===== src/lmfs_pkg.sv =====
// Shared types and constants of the LED matrix frame scanner.
package lmfs_pkg;

    // Widths of the configuration index and data fields.
    localparam int CFG_INDEX_W = 2;
    localparam int CFG_DATA_W  = 5;

    // Configuration register indexes.
    localparam logic [CFG_INDEX_W-1:0] REG_ROWS    = 2'd0;
    localparam logic [CFG_INDEX_W-1:0] REG_COLUMNS = 2'd1;
    localparam logic [CFG_INDEX_W-1:0] REG_ROTATE  = 2'd2;

    // Operation codes carried by an input transaction.
    typedef enum logic [3:0] {
        OP_TICK        = 4'd0,
        OP_LOAD_ROW    = 4'd1,
        OP_CLEAR       = 4'd2,
        OP_ROTATE_COLS = 4'd3,
        OP_ROTATE_ROWS = 4'd4,
        OP_MIRROR_COLS = 4'd5,
        OP_MIRROR_ROWS = 4'd6,
        OP_INVERT      = 4'd7,
        OP_TOGGLE      = 4'd8
    } op_t;

    // Per-row transform applied by the datapath during a row sweep.
    typedef enum logic [2:0] {
        XF_MASK,
        XF_ROTL,
        XF_MIRROR,
        XF_INVERT,
        XF_PASS
    } xform_t;

    // One input transaction.
    typedef struct packed {
        logic [3:0]  operation;
        logic [3:0]  row_index;
        logic [15:0] row_data;
    } item_t;

    // One result transaction.
    typedef struct packed {
        logic [3:0]  line_index;
        logic [15:0] line_pattern;
        logic        rotated;
    } result_t;

    // Commands from the controller to the datapath.
    typedef struct packed {
        logic   rd_en;
        logic   rd_scan;
        logic   emit;
        logic   wr_en;
        logic   load;
        logic   clear;
        logic   toggle;
        logic   cfg_we;
        xform_t xform;
    } cmd_t;

endpackage


===== src/led_matrix_frame_scanner.sv =====
// LED matrix frame scanner: top level joining the controller and the datapath.
//
// The block holds a frame of up to MAX_DIM rows of lit bits and serves a
// multiplexed LED matrix. A command transaction is accepted at a clock edge
// where start is high and busy is low; item carries the operation, the row
// index and the row data for a row load.
// A scan tick holds busy in the tick state and shows its result through the
// tick state and the result register, as a one-cycle strobe on result_valid
// with the line index, the lit pattern (one means lit) and the rotated flag.
// The receiver cannot stall: the result is taken in the cycle it is shown.
// Row load, clear, orientation toggle and unknown codes leave busy low, so a
// new command may follow at once. Column rotate and mirror, row rotate and
// mirror, and invert sweep the rows in use through the one-write, one-read
// frame RAM, one row read and one row written per cycle. The configuration
// channel (cfg_valid, cfg_ready, cfg_index, cfg_data) is ready only while the
// block is idle and start is low. Writing columns_in_use masks every stored
// row, a sweep over all MAX_DIM rows. Reset clears the frame through per-row
// valid bits, so no clearing pass runs; the scan starts at row zero with eight
// rows and eight columns in use, or MAX_DIM of each if that is smaller.
module led_matrix_frame_scanner
    import lmfs_pkg::*;
#(
    parameter int MAX_DIM = 16
) (
    input  logic                   clk,
    input  logic                   rst_n,
    input  logic                   start,
    output logic                   busy,
    input  item_t                  item,
    output result_t                result,
    output logic                   result_valid,
    input  logic                   cfg_valid,
    output logic                   cfg_ready,
    input  logic [CFG_INDEX_W-1:0] cfg_index,
    input  logic [CFG_DATA_W-1:0]  cfg_data
);

    localparam int AW = $clog2(MAX_DIM);
    localparam int DIM_W = $clog2(MAX_DIM + 1);

    cmd_t             cmd;
    logic [AW-1:0]    seq_rd_addr;
    logic [AW-1:0]    seq_wr_addr;
    logic [DIM_W-1:0] rows;

    lmfs_ctrl #(
        .MAX_DIM (MAX_DIM)
    ) u_ctrl (
        .clk       (clk),
        .rst_n     (rst_n),
        .start     (start),
        .operation (item.operation),
        .cfg_valid (cfg_valid),
        .cfg_index (cfg_index),
        .rows      (rows),
        .busy      (busy),
        .cfg_ready (cfg_ready),
        .cmd       (cmd),
        .rd_addr   (seq_rd_addr),
        .wr_addr   (seq_wr_addr)
    );

    lmfs_datapath #(
        .MAX_DIM (MAX_DIM)
    ) u_datapath (
        .clk          (clk),
        .rst_n        (rst_n),
        .cmd          (cmd),
        .seq_rd_addr  (seq_rd_addr),
        .seq_wr_addr  (seq_wr_addr),
        .item         (item),
        .cfg_index    (cfg_index),
        .cfg_data     (cfg_data),
        .rows         (rows),
        .result       (result),
        .result_valid (result_valid)
    );

endmodule


===== src/lmfs_ram.sv =====
// Generic single-write, single-read RAM with registered read data.
module lmfs_ram #(
    parameter int WIDTH = 16,
    parameter int DEPTH = 16,
    localparam int AW = (DEPTH > 1) ? $clog2(DEPTH) : 1
) (
    input  logic             clk,
    input  logic             wr_en,
    input  logic [AW-1:0]    wr_addr,
    input  logic [WIDTH-1:0] wr_data,
    input  logic             rd_en,
    input  logic [AW-1:0]    rd_addr,
    output logic [WIDTH-1:0] rd_data
);

    logic [WIDTH-1:0] mem_reg [DEPTH];
    logic [WIDTH-1:0] rd_data_reg;

    // A read at the address being written returns the old contents.
    always_ff @(posedge clk)
    begin
        if (wr_en)
        begin
            mem_reg[wr_addr] <= wr_data;
        end
        if (rd_en)
        begin
            rd_data_reg <= mem_reg[rd_addr];
        end
    end

    assign rd_data = rd_data_reg;

endmodule


===== src/lmfs_ctrl.sv =====
// Controller of the frame scanner: command decode and the row sweep sequencer.
module lmfs_ctrl
    import lmfs_pkg::*;
#(
    parameter int MAX_DIM = 16,
    localparam int AW = $clog2(MAX_DIM),
    localparam int DIM_W = $clog2(MAX_DIM + 1)
) (
    input  logic                   clk,
    input  logic                   rst_n,
    input  logic                   start,
    input  logic [3:0]             operation,
    input  logic                   cfg_valid,
    input  logic [CFG_INDEX_W-1:0] cfg_index,
    input  logic [DIM_W-1:0]       rows,
    output logic                   busy,
    output logic                   cfg_ready,
    output cmd_t                   cmd,
    output logic [AW-1:0]          rd_addr,
    output logic [AW-1:0]          wr_addr
);

    typedef enum logic [1:0] {
        ST_IDLE,
        ST_TICK,
        ST_SEQ
    } state_t;

    // Order in which the sweep reads rows.
    typedef enum logic {
        RD_ASCEND,
        RD_ALTERNATE
    } rd_order_t;

    // Where the row read on the previous sweep step is written back.
    typedef enum logic [1:0] {
        WR_SAME,
        WR_NEXT,
        WR_FLIP
    } wr_place_t;

    state_t            state_reg, state_next;
    logic              busy_reg, busy_next;
    xform_t            xform_reg, xform_next;
    rd_order_t         order_reg, order_next;
    wr_place_t         place_reg, place_next;
    logic [DIM_W-1:0]  count_reg, count_next;
    logic [DIM_W-1:0]  step_reg, step_next;
    logic [AW-1:0]     prev_reg, prev_next;
    logic              prev_v_reg, prev_v_next;

    logic              accept;
    logic [DIM_W-1:0]  half;
    logic [DIM_W-1:0]  prev_inc;
    logic [AW-1:0]     seq_rd_addr;
    logic [AW-1:0]     seq_wr_addr;

    assign accept = start && !busy_reg;
    assign busy   = busy_reg;

    // Read address of the current sweep step.
    always_comb
    begin
        half = step_reg >> 1;
        if (order_reg == RD_ALTERNATE && step_reg[0])
        begin
            seq_rd_addr = AW'(count_reg - 1'b1 - half);
        end
        else if (order_reg == RD_ALTERNATE)
        begin
            seq_rd_addr = AW'(half);
        end
        else
        begin
            seq_rd_addr = AW'(step_reg);
        end
    end

    // Write address for the row that was read on the previous step.
    always_comb
    begin
        prev_inc = DIM_W'(prev_reg) + 1'b1;
        case (place_reg)
            WR_SAME:
            begin
                seq_wr_addr = prev_reg;
            end
            WR_NEXT:
            begin
                seq_wr_addr = (prev_inc == count_reg) ? '0 : AW'(prev_inc);
            end
            WR_FLIP:
            begin
                seq_wr_addr = AW'(count_reg - 1'b1 - DIM_W'(prev_reg));
            end
            default:
            begin
                seq_wr_addr = prev_reg;
            end
        endcase
    end

    // Next state and command decode.
    always_comb
    begin
        state_next  = state_reg;
        busy_next   = busy_reg;
        xform_next  = xform_reg;
        order_next  = order_reg;
        place_next  = place_reg;
        count_next  = count_reg;
        step_next   = step_reg;
        prev_next   = prev_reg;
        prev_v_next = prev_v_reg;
        cmd         = '0;
        cmd.xform   = XF_PASS;
        rd_addr     = '0;
        wr_addr     = '0;
        cfg_ready   = (state_reg == ST_IDLE) && !start;

        case (state_reg)
            ST_IDLE:
            begin
                step_next   = '0;
                prev_v_next = 1'b0;
                count_next  = rows;
                order_next  = RD_ASCEND;
                place_next  = WR_SAME;
                if (accept)
                begin
                    case (operation)
                        OP_TICK:
                        begin
                            cmd.rd_en   = 1'b1;
                            cmd.rd_scan = 1'b1;
                            state_next  = ST_TICK;
                            busy_next   = 1'b1;
                        end
                        OP_LOAD_ROW:
                        begin
                            cmd.load = 1'b1;
                        end
                        OP_CLEAR:
                        begin
                            cmd.clear = 1'b1;
                        end
                        OP_ROTATE_COLS:
                        begin
                            xform_next = XF_ROTL;
                            state_next = ST_SEQ;
                            busy_next  = 1'b1;
                        end
                        OP_ROTATE_ROWS:
                        begin
                            xform_next = XF_PASS;
                            place_next = WR_NEXT;
                            state_next = ST_SEQ;
                            busy_next  = 1'b1;
                        end
                        OP_MIRROR_COLS:
                        begin
                            xform_next = XF_MIRROR;
                            state_next = ST_SEQ;
                            busy_next  = 1'b1;
                        end
                        OP_MIRROR_ROWS:
                        begin
                            xform_next = XF_PASS;
                            order_next = RD_ALTERNATE;
                            place_next = WR_FLIP;
                            state_next = ST_SEQ;
                            busy_next  = 1'b1;
                        end
                        OP_INVERT:
                        begin
                            xform_next = XF_INVERT;
                            state_next = ST_SEQ;
                            busy_next  = 1'b1;
                        end
                        OP_TOGGLE:
                        begin
                            cmd.toggle = 1'b1;
                        end
                        default:
                        begin
                        end
                    endcase
                end
                else if (cfg_valid && cfg_ready)
                begin
                    cmd.cfg_we = 1'b1;
                    // A new column width masks every stored row.
                    if (cfg_index == REG_COLUMNS)
                    begin
                        xform_next = XF_MASK;
                        count_next = DIM_W'(MAX_DIM);
                        state_next = ST_SEQ;
                        busy_next  = 1'b1;
                    end
                end
            end

            ST_TICK:
            begin
                cmd.emit   = 1'b1;
                state_next = ST_IDLE;
                busy_next  = 1'b0;
            end

            ST_SEQ:
            begin
                cmd.xform = xform_reg;
                cmd.wr_en = prev_v_reg;
                wr_addr   = seq_wr_addr;
                if (step_reg < count_reg)
                begin
                    cmd.rd_en   = 1'b1;
                    rd_addr     = seq_rd_addr;
                    step_next   = step_reg + 1'b1;
                    prev_next   = seq_rd_addr;
                    prev_v_next = 1'b1;
                end
                else
                begin
                    prev_v_next = 1'b0;
                    state_next  = ST_IDLE;
                    busy_next   = 1'b0;
                end
            end

            default:
            begin
                state_next = ST_IDLE;
                busy_next  = 1'b0;
            end
        endcase
    end

    // State and registered outputs.
    always_ff @(posedge clk or negedge rst_n)
    begin
        if (!rst_n)
        begin
            state_reg  <= ST_IDLE;
            busy_reg   <= 1'b0;
            xform_reg  <= XF_PASS;
            order_reg  <= RD_ASCEND;
            place_reg  <= WR_SAME;
            count_reg  <= '0;
            step_reg   <= '0;
            prev_reg   <= '0;
            prev_v_reg <= 1'b0;
        end
        else
        begin
            state_reg  <= state_next;
            busy_reg   <= busy_next;
            xform_reg  <= xform_next;
            order_reg  <= order_next;
            place_reg  <= place_next;
            count_reg  <= count_next;
            step_reg   <= step_next;
            prev_reg   <= prev_next;
            prev_v_reg <= prev_v_next;
        end
    end

endmodule


===== src/lmfs_datapath.sv =====
// Datapath of the frame scanner: frame store, row transforms, scan and result.
module lmfs_datapath
    import lmfs_pkg::*;
#(
    parameter int MAX_DIM = 16,
    localparam int AW = $clog2(MAX_DIM),
    localparam int DIM_W = $clog2(MAX_DIM + 1),
    localparam int ROW_W = MAX_DIM
) (
    input  logic                   clk,
    input  logic                   rst_n,
    input  cmd_t                   cmd,
    input  logic [AW-1:0]          seq_rd_addr,
    input  logic [AW-1:0]          seq_wr_addr,
    input  item_t                  item,
    input  logic [CFG_INDEX_W-1:0] cfg_index,
    input  logic [CFG_DATA_W-1:0]  cfg_data,
    output logic [DIM_W-1:0]       rows,
    output result_t                result,
    output logic                   result_valid
);

    localparam int DIM_RESET = (8 > MAX_DIM) ? MAX_DIM : 8;

    logic [DIM_W-1:0]   rows_reg, rows_next;
    logic [DIM_W-1:0]   cols_reg, cols_next;
    logic               rot_init_reg, rot_init_next;
    logic               tog_reg, tog_next;
    logic [AW-1:0]      scan_reg, scan_next;
    logic [MAX_DIM-1:0] valid_reg, valid_next;
    logic               result_valid_reg, result_valid_next;
    logic [AW-1:0]      line_reg;
    logic               rd_valid_reg;
    result_t            result_reg;

    logic [DIM_W-1:0]   cfg_dim;
    logic [AW-1:0]      scan_sel;
    logic [DIM_W-1:0]   line_inc;
    logic [ROW_W-1:0]   col_mask;
    logic [ROW_W-1:0]   ram_q;
    logic [ROW_W-1:0]   rd_word;
    logic [ROW_W-1:0]   masked;
    logic [ROW_W-1:0]   rotl_word;
    logic [ROW_W-1:0]   mirror_word;
    logic [ROW_W-1:0]   xform_word;
    logic [ROW_W-1:0]   load_word;
    logic [AW-1:0]      top_bit;
    logic [DIM_W-1:0]   src_bit;
    logic               load_hit;
    logic               ram_we;
    logic [AW-1:0]      ram_waddr;
    logic [ROW_W-1:0]   ram_wdata;
    logic [AW-1:0]      ram_raddr;

    assign rows = rows_reg;

    // Size register value: zero counts as one, anything above the array size saturates.
    always_comb
    begin
        if (cfg_data == '0)
        begin
            cfg_dim = DIM_W'(1);
        end
        else if (32'(cfg_data) > MAX_DIM)
        begin
            cfg_dim = DIM_W'(MAX_DIM);
        end
        else
        begin
            cfg_dim = DIM_W'(cfg_data);
        end
    end

    // Column mask from the column width.
    always_comb
    begin
        for (int b = 0; b < ROW_W; b++)
        begin
            col_mask[b] = (DIM_W'(b) < cols_reg);
        end
    end

    // Scan position, taken as zero when it lies beyond the rows in use.
    assign scan_sel = (DIM_W'(scan_reg) >= rows_reg) ? '0 : scan_reg;

    // Rows never written since reset or a clear read as zero.
    assign rd_word = rd_valid_reg ? ram_q : '0;
    assign masked  = rd_word & col_mask;

    // Column rotate left and column mirror within the column width.
    always_comb
    begin
        top_bit = AW'(cols_reg - 1'b1);
        rotl_word[0] = masked[top_bit];
        for (int b = 1; b < ROW_W; b++)
        begin
            rotl_word[b] = masked[b-1];
        end
        rotl_word = rotl_word & col_mask;

        src_bit = '0;
        for (int b = 0; b < ROW_W; b++)
        begin
            src_bit = cols_reg - 1'b1 - DIM_W'(b);
            mirror_word[b] = col_mask[b] ? masked[AW'(src_bit)] : 1'b0;
        end
    end

    // Transform selected for the row sweep.
    always_comb
    begin
        case (cmd.xform)
            XF_MASK:   xform_word = masked;
            XF_ROTL:   xform_word = rotl_word;
            XF_MIRROR: xform_word = mirror_word;
            XF_INVERT: xform_word = ~rd_word & col_mask;
            XF_PASS:   xform_word = rd_word;
            default:   xform_word = rd_word;
        endcase
    end

    // Row load, ignored beyond the rows in use.
    assign load_word = ROW_W'(item.row_data) & col_mask;
    assign load_hit  = cmd.load && (32'(item.row_index) < 32'(rows_reg));

    // Frame store port selection.
    always_comb
    begin
        ram_raddr = cmd.rd_scan ? scan_sel : seq_rd_addr;
        if (load_hit)
        begin
            ram_we    = 1'b1;
            ram_waddr = AW'(item.row_index);
            ram_wdata = load_word;
        end
        else
        begin
            ram_we    = cmd.wr_en;
            ram_waddr = seq_wr_addr;
            ram_wdata = xform_word;
        end
    end

    lmfs_ram #(
        .WIDTH (ROW_W),
        .DEPTH (MAX_DIM)
    ) u_frame (
        .clk     (clk),
        .wr_en   (ram_we),
        .wr_addr (ram_waddr),
        .wr_data (ram_wdata),
        .rd_en   (cmd.rd_en),
        .rd_addr (ram_raddr),
        .rd_data (ram_q)
    );

    // Configuration, orientation, row valid bits and scan position.
    always_comb
    begin
        rows_next         = rows_reg;
        cols_next         = cols_reg;
        rot_init_next     = rot_init_reg;
        tog_next          = tog_reg;
        scan_next         = scan_reg;
        valid_next        = valid_reg;
        result_valid_next = cmd.emit;
        line_inc          = DIM_W'(line_reg) + 1'b1;

        if (cmd.cfg_we)
        begin
            if (cfg_index == REG_ROWS)
            begin
                rows_next = cfg_dim;
            end
            else if (cfg_index == REG_COLUMNS)
            begin
                cols_next = cfg_dim;
            end
            else if (cfg_index == REG_ROTATE)
            begin
                rot_init_next = cfg_data[0];
            end
        end

        if (cmd.toggle)
        begin
            tog_next = ~tog_reg;
        end

        if (cmd.clear)
        begin
            for (int i = 0; i < MAX_DIM; i++)
            begin
                if (DIM_W'(i) < rows_reg)
                begin
                    valid_next[i] = 1'b0;
                end
            end
        end

        if (ram_we)
        begin
            valid_next[ram_waddr] = 1'b1;
        end

        if (cmd.emit)
        begin
            scan_next = (line_inc == rows_reg) ? '0 : AW'(line_inc);
        end
    end

    always_ff @(posedge clk or negedge rst_n)
    begin
        if (!rst_n)
        begin
            rows_reg         <= DIM_W'(DIM_RESET);
            cols_reg         <= DIM_W'(DIM_RESET);
            rot_init_reg     <= 1'b0;
            tog_reg          <= 1'b0;
            scan_reg         <= '0;
            valid_reg        <= '0;
            result_valid_reg <= 1'b0;
        end
        else
        begin
            rows_reg         <= rows_next;
            cols_reg         <= cols_next;
            rot_init_reg     <= rot_init_next;
            tog_reg          <= tog_next;
            scan_reg         <= scan_next;
            valid_reg        <= valid_next;
            result_valid_reg <= result_valid_next;
        end
    end

    // Payload registers: read validity, selected line and the result transaction.
    always_ff @(posedge clk)
    begin
        if (cmd.rd_en)
        begin
            rd_valid_reg <= valid_reg[ram_raddr];
        end
        if (cmd.rd_scan)
        begin
            line_reg <= scan_sel;
        end
        if (cmd.emit)
        begin
            result_reg.line_index   <= 4'(line_reg);
            result_reg.line_pattern <= 16'(masked);
            result_reg.rotated      <= rot_init_reg ^ tog_reg;
        end
    end

    assign result       = result_reg;
    assign result_valid = result_valid_reg;

endmodule


===== config.mk =====
export PLATFORM = sky130hd
export DESIGN_NAME = led_matrix_frame_scanner
export DESIGN_NICKNAME = d
export VERILOG_FILES = /design/src/lmfs_pkg.sv /design/src/led_matrix_frame_scanner.sv /design/src/lmfs_ram.sv /design/src/lmfs_ctrl.sv /design/src/lmfs_datapath.sv
export SDC_FILE = /design/constraint.sdc
export NUM_CORES = 1
export LEC_CHECK = 0
export ABC_CLOCK_PERIOD_IN_PS = 3900
export BUFFER_PORTS_ARGS = -buffer_cell sky130_fd_sc_hd__buf_4
export CAP_MARGIN = 30
export CORE_MARGIN = 5
export CORE_UTILIZATION = 35
export CTS_CLUSTER_SIZE = 40
export DETAILED_ROUTE_END_ITERATION = 16
export GPL_ROUTABILITY_DRIVEN = 0
export GPL_TIMING_DRIVEN = 1
export PLACE_DENSITY_LB_ADDON = 0.2
export SLEW_MARGIN = 40
export SYNTH_ARGS = -nofsm -noshare
export SYNTH_HDL_FRONTEND = slang
export SYNTH_SLANG_ARGS = --single-unit

===== constraint.sdc =====
create_clock -name clk -period 3.9 [get_ports clk]
set_clock_uncertainty 0.05 [all_clocks]
set_input_delay 0.585 -clock clk [delete_from_list [all_inputs] [get_ports clk]]
set_output_delay 0.585 -clock clk [all_outputs]
set_load 0.01 [all_outputs]

==> After elaboration in Yosys (flattened, before gate mapping) <==
Memories as Yosys holds them, arrays and structs flattened. A register that Yosys moved wholly into a read port is not among the register bits.
Index checks and enable logic that the tools add are counted.
{ "word_totals": {"in_bits": 35, "memories": 1, "elab_cells": 292, "ff_bits": 83, "ram_bits": 256, "out_inout_bits": 24} }
{ "mem_list": {"columns": ["name", "words", "word_bits", "rd", "rd_ports_with_merged_regs", "wr", "line_no", "rtl"], "rows": [
  ["u_datapath.u_frame.mem_reg", 16, 16, 1, 1, 1, "lmfs_ram.sv:16", "logic [WIDTH-1:0] mem_reg [DEPTH];"]
]} }
{ "classes": {"n_mux": 130, "n_reduce_logical": 27, "addsub": 22, "n_bitwise": 10, "magnitude_cmp": 55, "eq_ne": 26} }
{ "op_table": {"columns": ["cell", "count"], "rows": [
  ["$lt A4 B5 Y1 const B", 18],
  ["$lt A4 B5 Y1 const A", 16],
  ["$mux W1", 69],
  ["$bmux W1 S4", 17],
  ["$and A16 B16 Y16", 4],
  ["$mux W16", 4],
  ["$pmux W16 S4", 1],
  ["$mux W4", 11],
  ["$lt A3 B5 Y1 const A", 8],
  ["$sub A4 B4 Y4 const B", 8],
  ["$mux W5", 6],
  ["$lt A1 B5 Y1 const A", 4],
  ["$lt A2 B5 Y1 const A", 4],
  ["$eq A4 B3 Y1 const B", 4],
  ["$not A16 Y16", 1],
  ["$or A16 B16 Y16", 1],
  ["$reduce_and A4 Y1", 4],
  ["$sub A4 B3 Y4 const B", 4],
  ["$mux W3", 5],
  ["$mux W2", 7],
  ["$pmux W2 S2", 3],
  ["$pmux W3 S4", 1],
  ["$sub A4 B1 Y4 const B", 3],
  ["$add A4 B1 Y5 const B", 2],
  ["40 further kinds", 65]
]} }

==> Depth between registers and ports, before layout <==
Gate-level depths: netlist of run 1.
{ "logic_depth": {"depth_word": 14, "mapped_depth": 15, "ltp_nobuf": 12} }

==> By module <==
From an unflattened synthesis of run 1, not the netlist that was laid out.
{ "unflattened": {"hier_cells": 1236, "area_unflattened_um2": 17159.0} }
{ "by_module_without_submodules": {"columns": ["mod", "cells_each", "n_inst", "area_each_um2", "seq_area_each_um2"], "rows": [
  ["lmfs_ram", 432, 1, 10202.3, 8167.8],
  ["lmfs_datapath", 593, 1, 5147.4, 1609.0],
  ["lmfs_ctrl", 211, 1, 1809.2, 601.8]
]} }

==> Worst setup path before layout of run 1 <==
OpenSTA, ideal clock, no wires.
{ "synth_path": {"path_type": "register to register", "startpoint": "reg u_ctrl.count_reg[0]", "endpoint": "mem u_datapath.u_frame.mem_reg[15][0], enable pin", "arrival_time_ns": 3.424, "path_stages_with_launch": 11, "period_less_slack_ns": 3.886, "slack_ns": 0.014, "path_buffers": 0, "cell_sequence": "dfrtp_1 -> inv_1 -> ha_1 -> inv_1 -> ha_1 -> a21o_1 -> a21oi_1 -> xnor2_1 -> mux2_2 -> a21o_1 -> nor3_1"} }
{ "synth_between": {"elab_chain_len": 5, "word_cells_on_any_way": 7} }
{ "synth_rtl": {"columns": ["item", "line_no", "rtl"], "rows": [
  ["start: declaration", "lmfs_ctrl.sv:47", "logic [DIM_W-1:0] count_reg, count_next;"],
  ["start signal: assignment", "lmfs_ctrl.sv:261", "count_reg <= count_next;"],
  ["$sub A4 B1 Y4 / $eq A5 B5 Y1 (equally long branches)", "lmfs_ctrl.sv:94, lmfs_ctrl.sv:90", null],
  ["$sub A4 B4 Y4 / $mux W4 (equally long branches)", "lmfs_ctrl.sv:94, lmfs_ctrl.sv:90", null],
  ["$pmux W4 S2 *", "lmfs_ctrl.sv:83", "case (place_reg)"],
  ["$mux W4 *", "lmfs_ctrl.sv:121", "case (state_reg)"],
  ["$mux W4 *", "lmfs_datapath.sv:130", "if (load_hit)"],
  ["end: declaration", "lmfs_ram.sv:16", null]
]} }
Mark *: on every way between the ends. The rest lies on a longest branch, timed or not.

==> Worst setup path in the final report of run 1 <==
{ "layout_path": {"startpoint": "reg u_ctrl.count_reg[1]", "endpoint": "reg u_datapath.u_frame.rd_data_reg[14], in the netlist u_datapath.u_frame.rd_data[14] (read register of u_datapath.u_frame.mem_reg) (data pin)"} }
{ "layout_between": {"elab_chain_len": 6, "word_cells_on_any_way": 9} }
{ "layout_rtl": {"columns": ["item", "line_no", "rtl"], "rows": [
  ["$sub A4 B1 Y4", "lmfs_ctrl.sv:67", "seq_rd_addr = AW'(count_reg - 1'b1 - half);"],
  ["$sub A4 B4 Y4", "lmfs_ctrl.sv:67", null],
  ["$mux W4", "lmfs_ctrl.sv:65", "if (order_reg == RD_ALTERNATE && step_reg[0])"],
  ["$mux W4", "lmfs_ctrl.sv:215", "if (step_reg < count_reg)"],
  ["$mux W4", "lmfs_ctrl.sv:121", null],
  ["$mux W4", "lmfs_datapath.sv:129", "ram_raddr = cmd.rd_scan ? scan_sel : seq_rd_addr;"],
  ["end: declaration", "lmfs_ram.sv:17", "logic [WIDTH-1:0] rd_data_reg;"]
]} }
Several ways; a longest one is shown, not always the timed one.
A chain may end at the register's enable or synchronous reset.

==> metrics.log, run 1 <==
INFO  metric fmax = 272 MHz
INFO  metric drv.max_cap_violation_count = 0
INFO  metric detailroute.via_count = 12733
INFO  metric initial_core_util = 35.4%
INFO  metric synthesized_netlist_net_count = around 1600
INFO  metric status = finished, final reports clean
INFO  metric grtUsageMet2 = 30.1%
INFO  metric detailedPlace.worstSlack = 0.180 ns
INFO  metric synthFlopType = sky130_fd_sc_hd__edfxtp_1
INFO  metric ctsRootBufferMaster = sky130_fd_sc_hd__clkbuf_16
INFO  metric ff_latch_area = 10400 sq um
INFO  metric clock_buffers_created_by_tritoncts = 39
INFO  metric grt_setup_unrepaired = false
INFO  metric drc_errors = 0
INFO  metric syn_inst = 1525
INFO  metric finalCritPeriodShare = roughly 94%
INFO  metric fp.dieArea = 53900 sq um
INFO  metric flow.area_growth_from_synthesis = 16.4%
INFO  metric synth-edff-count = roughly 300
INFO  metric syn-mean-instance-area = 11.3 sq um
INFO  metric grt_pass1_wl = ~77000 um
INFO  metric groute.layer.met3.usage = between 3 and 4%
INFO  metric max_stage_delay = 0.52 ns
INFO  metric die_height = 232 um
INFO  metric crit_chain = inv_1, ha_1, inv_1, fa_1, xor2_1, a311oi_1, a311oi_2, a21o_4, buf_12, a21oi_1, a22oi_1, a22oi_1, nand2_1
INFO  metric timing.setup.critical_path_class = reg2reg
INFO  metric antenna_violations_before_repair = 0
INFO  metric post_cts_buffers = 0
INFO  metric cts_max_level = 2
INFO  metric layout.cells.most_common_list = 298 x sky130_fd_sc_hd__edfxtp_1, 229 x sky130_fd_sc_hd__nand2_1, 194 x sky130_fd_sc_hd__a21oi_1, 130 x sky130_fd_sc_hd__buf_4, 99 x sky130_fd_sc_hd__a22oi_1
INFO  metric synth-seq-area-share = 60.1%
INFO  metric power.density_cell_area = 776 nW/um^2
INFO  metric gr-usage-met1 = 26.4%
INFO  metric grt_max_degree = 69
INFO  metric largest_reg_flops = 256
INFO  metric postSynth.asyncResetShare = 16.1%
INFO  metric most_congested_layer_reported_by_global_routing = met2
INFO  metric dpl.hpwl = about 32000 um
INFO  metric cts.reportedPaths.clkPinSlew = 0.06 ns
INFO  metric worst_path_max_delay_cell = sky130_fd_sc_hd__a21o_4
INFO  metric arrival = 4.07 ns
INFO  metric io_buffers = just under 60
INFO  metric timing_max_transition_violations_final = 0
INFO  metric layout_commonest_cell = sky130_fd_sc_hd__edfxtp_1
INFO  metric grt_overflow = 0
INFO  metric critical_path_peak_fanout = 46
INFO  metric drt_wl_total = 51500 um
INFO  metric wl_per_cell = 22.4 um
INFO  metric cts_tree = done
INFO  metric worstMarginPinSlew = 0.849 ns
INFO  metric vdd_ir_drop_max = 0.000376 V
INFO  metric number_of_global_route_vias_before_repair = 12217
INFO  metric post-route-worst-setup-slack = roughly 0.23 ns
INFO  metric setup-tns-final = 0 ns
INFO  metric drt_iter0_drc = 1265
INFO  metric io_pins = 59
INFO  metric first_pass_iters = 5
INFO  metric yosys_reg_bits = 355
INFO  metric clk_latency = 0.58 ns
INFO  metric share_of_cells_above_drive_strength_1 = 16.7%
INFO  metric cts_buffer_depth = 3
INFO  metric relSlewSlack = 43.4%
INFO  metric die_x_extent = 232 um
INFO  metric mappedNetlistArea = 17300 sq um
INFO  metric detail_route.vias_per_cell = roughly 5.5
INFO  metric worst_hold_path_type = in2reg
INFO  metric clkSinkCount = 355
INFO  metric nets = 1680
INFO  metric synthesis.yosys.warnings = 0
INFO  metric n_fill_cell = 4712
INFO  metric worst-endpoint-required = 4.29 ns
INFO  metric end_kind = register
INFO  metric drtAntennaViolNets = 0
INFO  metric multi_input_area = 6350 sq um
INFO  metric report.final.setup_viol = 0
INFO  metric timing.final.hold_violations = 0
INFO  metric grt_usage = 18.7%
INFO  metric netlist-cell-type-count = 93
INFO  metric rows = 81
INFO  metric minimum_period_implied_by_the_final_worst_setup_slack = 3.67 ns
INFO  metric leakage = 7.43 nW
INFO  metric category_of_the_worst_setup_path_launch_point = register
INFO  metric n_antenna_cell = 0
INFO  metric fp.coreArea = about 50000 sq um
-- cell type report --
| cell class | instances | share of cell area, % |
|---|---|---|
| inverters | 46 | 0.858 |
| repair buffers | 141 | 5.85 |
| clock buffers | 51 | 5.23 |
| multi-input cells | 1029 | 31.6 |
| flip-flops and latches | 355 | 51.6 |
| well taps | 664 | 4.13 |
| clock inverters | 16 | 0.734 |
-- worst max-delay path: cells and delay by family, from the launching register on --
| kind | cells | cell delay (ns) |
|---|---|---|
| compound gates | 6 | 1.60 |
| xor+xnor | 1 | 0.15 |
| fa+ha+maj | 2 | 0.74 |
| buf+inv | 3 | 0.48 |
| flops | 1 | 0.42 |
| simple gates | 1 | 0.09 |
-- cell families (layout without fill, tap and decap cells) --
logic type	Yosys count	after routing	share of synthesized area (%)
buf+inv	141	254	3.72
flops	355	355	60.1
mux	35	35	2.47
simple gates	429	429	11.1
compound gates	505	505	18.8
fa+ha+maj	34	34	2.54
xor+xnor	26	26	1.36
-- power breakdown --
part           switching [mW]  internal (mW)  leakage (nW)
clock network            1.52           1.98         0.586
logic                    4.15           2.27          3.42
registers               0.431           5.25          3.42
-- synth_stat cells, types with 4 or more instances --
cell	n	area (sq um)
sky130_fd_sc_hd__edfxtp_1	298	8950
sky130_fd_sc_hd__nand2_1	229	860
sky130_fd_sc_hd__a21oi_1	194	971
sky130_fd_sc_hd__a22oi_1	99	743
sky130_fd_sc_hd__o21ai_0	79	395
sky130_fd_sc_hd__nor2_1	75	282
sky130_fd_sc_hd__dfrtp_1	54	1350
sky130_fd_sc_hd__clkbuf_1	46	173
sky130_fd_sc_hd__inv_1	46	173
sky130_fd_sc_hd__buf_2	36	180
sky130_fd_sc_hd__ha_1	31	388
sky130_fd_sc_hd__nand3_1	31	155
sky130_fd_sc_hd__mux2i_1	19	190
sky130_fd_sc_hd__nor3_1	19	95.1
sky130_fd_sc_hd__a21o_1	14	105
sky130_fd_sc_hd__xnor2_1	14	123
sky130_fd_sc_hd__nor2b_1	13	81.3
sky130_fd_sc_hd__a31oi_1	12	75.1
sky130_fd_sc_hd__nand2b_1	12	75.1
sky130_fd_sc_hd__o22ai_1	11	68.8
sky130_fd_sc_hd__xor2_1	11	96.3
sky130_fd_sc_hd__mux2_2	10	113
sky130_fd_sc_hd__a211oi_1	9	67.6
sky130_fd_sc_hd__a22oi_2	9	113
sky130_fd_sc_hd__or2_2	8	50.1
sky130_fd_sc_hd__nand3b_1	7	52.6
sky130_fd_sc_hd__o22a_1	6	52.6
sky130_fd_sc_hd__mux4_2	5	113
sky130_fd_sc_hd__o31ai_1	5	37.5
sky130_fd_sc_hd__a311oi_1	4	35.0
sky130_fd_sc_hd__buf_1	4	15.0
sky130_fd_sc_hd__buf_4	4	30.0
sky130_fd_sc_hd__o21ai_1	4	20.0
sky130_fd_sc_hd__o21bai_1	4	30.0
sky130_fd_sc_hd__or3_1	4	25.0
-- timing repair --
action	in CTS	in global routing
gates resized for setup	0	0
endpoints found under the setup margin	0	0
hold endpoints to repair	0	26
hold buffers	0	1
-- through the flow --
stage               hold WS (ns)  power, mW  area [sq um]  utilization (%)  instances
floorplan                  0.239       9.79         17300                -       1525
global placement           0.413       12.0         18900             38.7       2234
detailed placement         0.418       12.1         18900             38.7       2234
CTS                       0.0541       15.6         20100             41.1       2301
global route               0.211       16.5         20100             41.2       2302
finish                     0.221       15.6         20100             41.2       2302
-- path summary, 6_finish.rpt --
| path | from | end | slack [ns] | cells past startpoint |
|---|---|---|---|---|
| setup / recovery | u_ctrl.count_reg[1] | u_datapath.u_frame.rd_data[14] | 0.23 | 13 |
| setup reg to reg | u_ctrl.count_reg[1] | u_datapath.u_frame.rd_data[14] | 0.23 | 13 |
| hold reg to reg | u_datapath.valid_reg[15] | u_datapath.valid_reg[15] | 0.43 | 1 |
| min in group asynchronous | rst_n | u_ctrl.step_reg[2] | 0.51 | 2 |
| max in group asynchronous | rst_n | u_datapath.valid_reg[14] | 2.87 | 2 |
| hold / removal | item[23] | u_ctrl.xform_reg[0] | 0.22 | 2 |
-- routing by layer --
metal	vias to the layer above	share of wire (%)	routed length, um
met5	-	0	0
met4	0	2.2	1150
met3	75	5.8	2990
met2	411	47	24100
met1	6369	45	23200
li1	5878	-	-
(Power assumes the default switching activity.)
==> run 2: changes to the inputs <==
CORE_ASPECT_RATIO = 0.6   (was default)
==> run 2 against run 1 <==
Compared with the run above:
- the run now ends with hold timing left
- total power is 1.7% higher
- sequential share of layout area is 0.54 points lower
- global-route usage is 0.95 points higher
- first-iteration DRC count is 20% higher
- register-to-register slack better by 0.03 ns
- core utilization is 0.21 points higher
- sequential power hardly changed
- die area is 0.27% higher
- cell count hardly changed
- fmax is 0.86% higher
- count of clock-buffer cells in the layout is 7 lower
==> metrics.log, run 2 (same netlist as run 1, synthesis figures left out) <==
INFO  metric number_of_global_route_vias_before_repair = 12390 (+1.4%)
INFO  metric worst_path_dominant_cell_family = compound AO/OA/AOI/OAI gates
INFO  metric worst_path_max_delay_cell = sky130_fd_sc_hd__nor2_2
INFO  metric timing.setup.critical_path_class = reg2reg
INFO  metric clock_buffers_created_by_tritoncts = 35 (-10%)
INFO  metric clkSinkCount = 355 (unchanged)
INFO  metric post-layout-total-power = 15.9 mW (+1.7%)
INFO  metric worst-path-buf-inv = 2 (-1)
INFO  metric grt_max_degree = 64 (-7.2%)
INFO  metric leakage = 7.52 nW (+1.2%)
INFO  metric met1Wirelength = 26800 um (+15%)
INFO  metric timing.final.hold_violations = 16 (+16)
INFO  metric drv.max_cap_violation_count = 0 (unchanged)
INFO  metric share_of_cells_above_drive_strength_1 = 17.7% (+0.99 points)
INFO  metric path_common_cell = sky130_fd_sc_hd__ha_1
INFO  metric setup-tns-final = 0 ns (unchanged)
INFO  metric layout.cells.most_common_list = 298 x sky130_fd_sc_hd__edfxtp_1, 229 x sky130_fd_sc_hd__nand2_1, 194 x sky130_fd_sc_hd__a21oi_1, 137 x sky130_fd_sc_hd__buf_4, 98 x sky130_fd_sc_hd__a22oi_1
INFO  metric critical_path_peak_fanout = 9 (-80%)
INFO  metric largest_reg_flops = 256 (unchanged)
INFO  metric placed_cells = 2239 (+0.22%)
INFO  metric critPathLaunch = u_ctrl.count_reg[0]
INFO  metric report.final.setup_viol = 0 (unchanged)
INFO  metric nets = 1696 (+0.95%)
INFO  metric fmax = 275 MHz (+0.86%)
INFO  metric category_of_the_worst_setup_path_launch_point = register
INFO  metric detailroute.via_count = 13135 (+3.2%)
INFO  metric top_layer_used = met4
INFO  metric antenna_violations_before_repair = 0 (unchanged)
INFO  metric ctsRootBufferMaster = sky130_fd_sc_hd__clkbuf_16
INFO  metric timing_max_transition_violations_final = 0 (unchanged)
INFO  metric grt_overflow = 0 (unchanged)
INFO  metric drtAntennaViolNets = 0 (unchanged)
INFO  metric first_pass_iters = 6 (+1)
INFO  metric die_x_extent = 297 um (+28%)
INFO  metric minimum_period_implied_by_the_final_worst_setup_slack = 3.64 ns (-0.0313 ns)
INFO  metric io_pins = 59 (unchanged)
INFO  metric rows = 63 (-22%)
INFO  metric relSlewSlack = 42.5% (-0.86 points)
INFO  metric layout_commonest_cell = sky130_fd_sc_hd__edfxtp_1
INFO  metric worst_hold_path_type = in2async
INFO  metric grt_usage = 19.7% (+0.95 points)
INFO  metric fin_hold_ws = -0.0216 ns (-0.242 ns)
INFO  metric detailed_route_wirelength_on_metal2 = 22000 um (-9.0%)
INFO  metric crit-reg2reg-capture = u_datapath.u_frame.rd_data[11]
INFO  metric fp.dieArea = 54100 sq um (+0.27%)
INFO  metric origin_of_the_critical_flop_to_flop_path = u_ctrl.count_reg[0]
INFO  metric end_kind = register
INFO  metric cts_tree = done
INFO  metric cts.reportedPaths.clkPinSlew = 0.07 ns (about the same)
INFO  metric vdd_ir_drop_max = 0.000310 V (-17%)
INFO  metric cts_max_level = 2 (unchanged)
INFO  metric violated_checks = hold timing
INFO  metric initial_core_util = 35.2% (-0.19 points)
INFO  metric drt_iter0_drc = 1522 (+20%)
INFO  metric cts_buffer_depth = 3 (unchanged)
INFO  metric drc_errors = 0 (unchanged)
INFO  metric reg2regPathDepth = 13 (unchanged)
INFO  metric flow.area_growth_from_synthesis = 17.6%
INFO  metric cp-endpoint = u_datapath.u_frame.rd_data[11]
INFO  metric worst-endpoint-required = 4.25 ns (-0.04 ns)
INFO  metric fp.coreArea = 49100 sq um (+0.53%)
INFO  metric crit_chain = inv_1, ha_1, xor2_1, ha_1, a21oi_1, a211oi_1, o31ai_1, a31oi_1, a22o_4, nor2_2, buf_4, a22oi_1, nand2_1
INFO  metric detail_route.vias_per_cell = 5.70 (+3.1%)
INFO  metric worstMarginPinSlew = 0.861 ns (+0.0127 ns)
INFO  metric post_cts_hold_buffer_count = 0 (unchanged)
INFO  metric die_height = 182 um (-22%)
INFO  metric dpl.hpwl = 36700 um (+13%)
INFO  metric grt_setup_unrepaired = false
INFO  metric status = complete, but fails checks
INFO  metric grt_pass1_wl = 81600 um (+5.8%)
INFO  metric arrival = 4.00 ns (-0.07 ns)
INFO  metric max_stage_delay = 0.59 ns (+0.07 ns)
INFO  metric wl_per_cell = 23.9 um (+6.7%)
INFO  metric r2r_setup_slack = 0.26 ns (+0.03 ns)
INFO  metric drt_wl_total = 55000 um (+6.8%)
INFO  metric power.density_cell_area = 781 nW/um^2 (+0.67%)
INFO  metric timing.critical_path.depth = 13 (unchanged)
INFO  metric wl_met3 = 5460 um (+83%)
INFO  metric io_buffers = 58 (unchanged)
INFO  metric finish.cell_count_without_fillers = 2304 (+0.087%)
INFO  metric finalCritPeriodShare = 93.4% (-0.80 points)
INFO  metric clk_latency = 0.54 ns (-0.04 ns)
INFO  metric n_antenna_cell = 0 (unchanged)
-- run 2: final cells by class --
type | count | area [sq um]
sequential | 355 | 10400
multi-input combinational | 1029 | 6360
clock buffer | 44 | 961
clock inverter | 19 | 139
fill | 4720 | 28800
tap | 650 | 813
timing repair buffer | 161 | 1500
inverter | 46 | 173
-- run 2: where the power goes --
group | total (mW) | switching (mW) | internal (mW)
clock | 3.33 | 1.50 | 1.83
combinational | 6.89 | 4.48 | 2.41
sequential | 5.66 | 0.412 | 5.25
total | 15.9 | 6.39 | 9.49
-- run 2: per-stage QoR --
step                      setup slack, ns  cell area (sq um)  utilization (%)
final                               0.259              20300             41.4
after global routing               0.0519              20300             41.4
after CTS                           0.141              20300             41.3
after detailed placement            0.141              19200             39.1
after global placement              0.183              19200             39.1
after floorplan                    0.0141              17300                -
-- run 2: what timing repair did --
item,4_1_cts,5_1_grt
hold endpoints to repair,0,0
endpoints found under the setup margin,0,4
gates resized for setup,0,1
buffers inserted,0,2
-- run 2: worst min path at each step --
stage               slack [ns]               startpoint  cells past startpoint                 endpoint
floorplan                 0.24                    rst_n                      0              u_ctrl.busy
global placement          0.41  u_datapath.valid_reg[7]                      1  u_datapath.valid_reg[7]
detailed placement        0.42  u_datapath.valid_reg[7]                      1  u_datapath.valid_reg[7]
CTS                       0.11                    rst_n                      1      u_ctrl.count_reg[1]
global route              0.01                    rst_n                      1       u_ctrl.prev_reg[0]
finish                   -0.02                    rst_n                      1   u_datapath.scan_reg[2]
-- run 2: metal layers --
| layer | track usage, % | vias up |
|---|---|---|
| li1 | - | 5912 |
| met1 | 30.8 | 6587 |
| met2 | 27.2 | 574 |
| met3 | 5.78 | 62 |
| met4 | 3.20 | 0 |
| met5 | 0 | - |
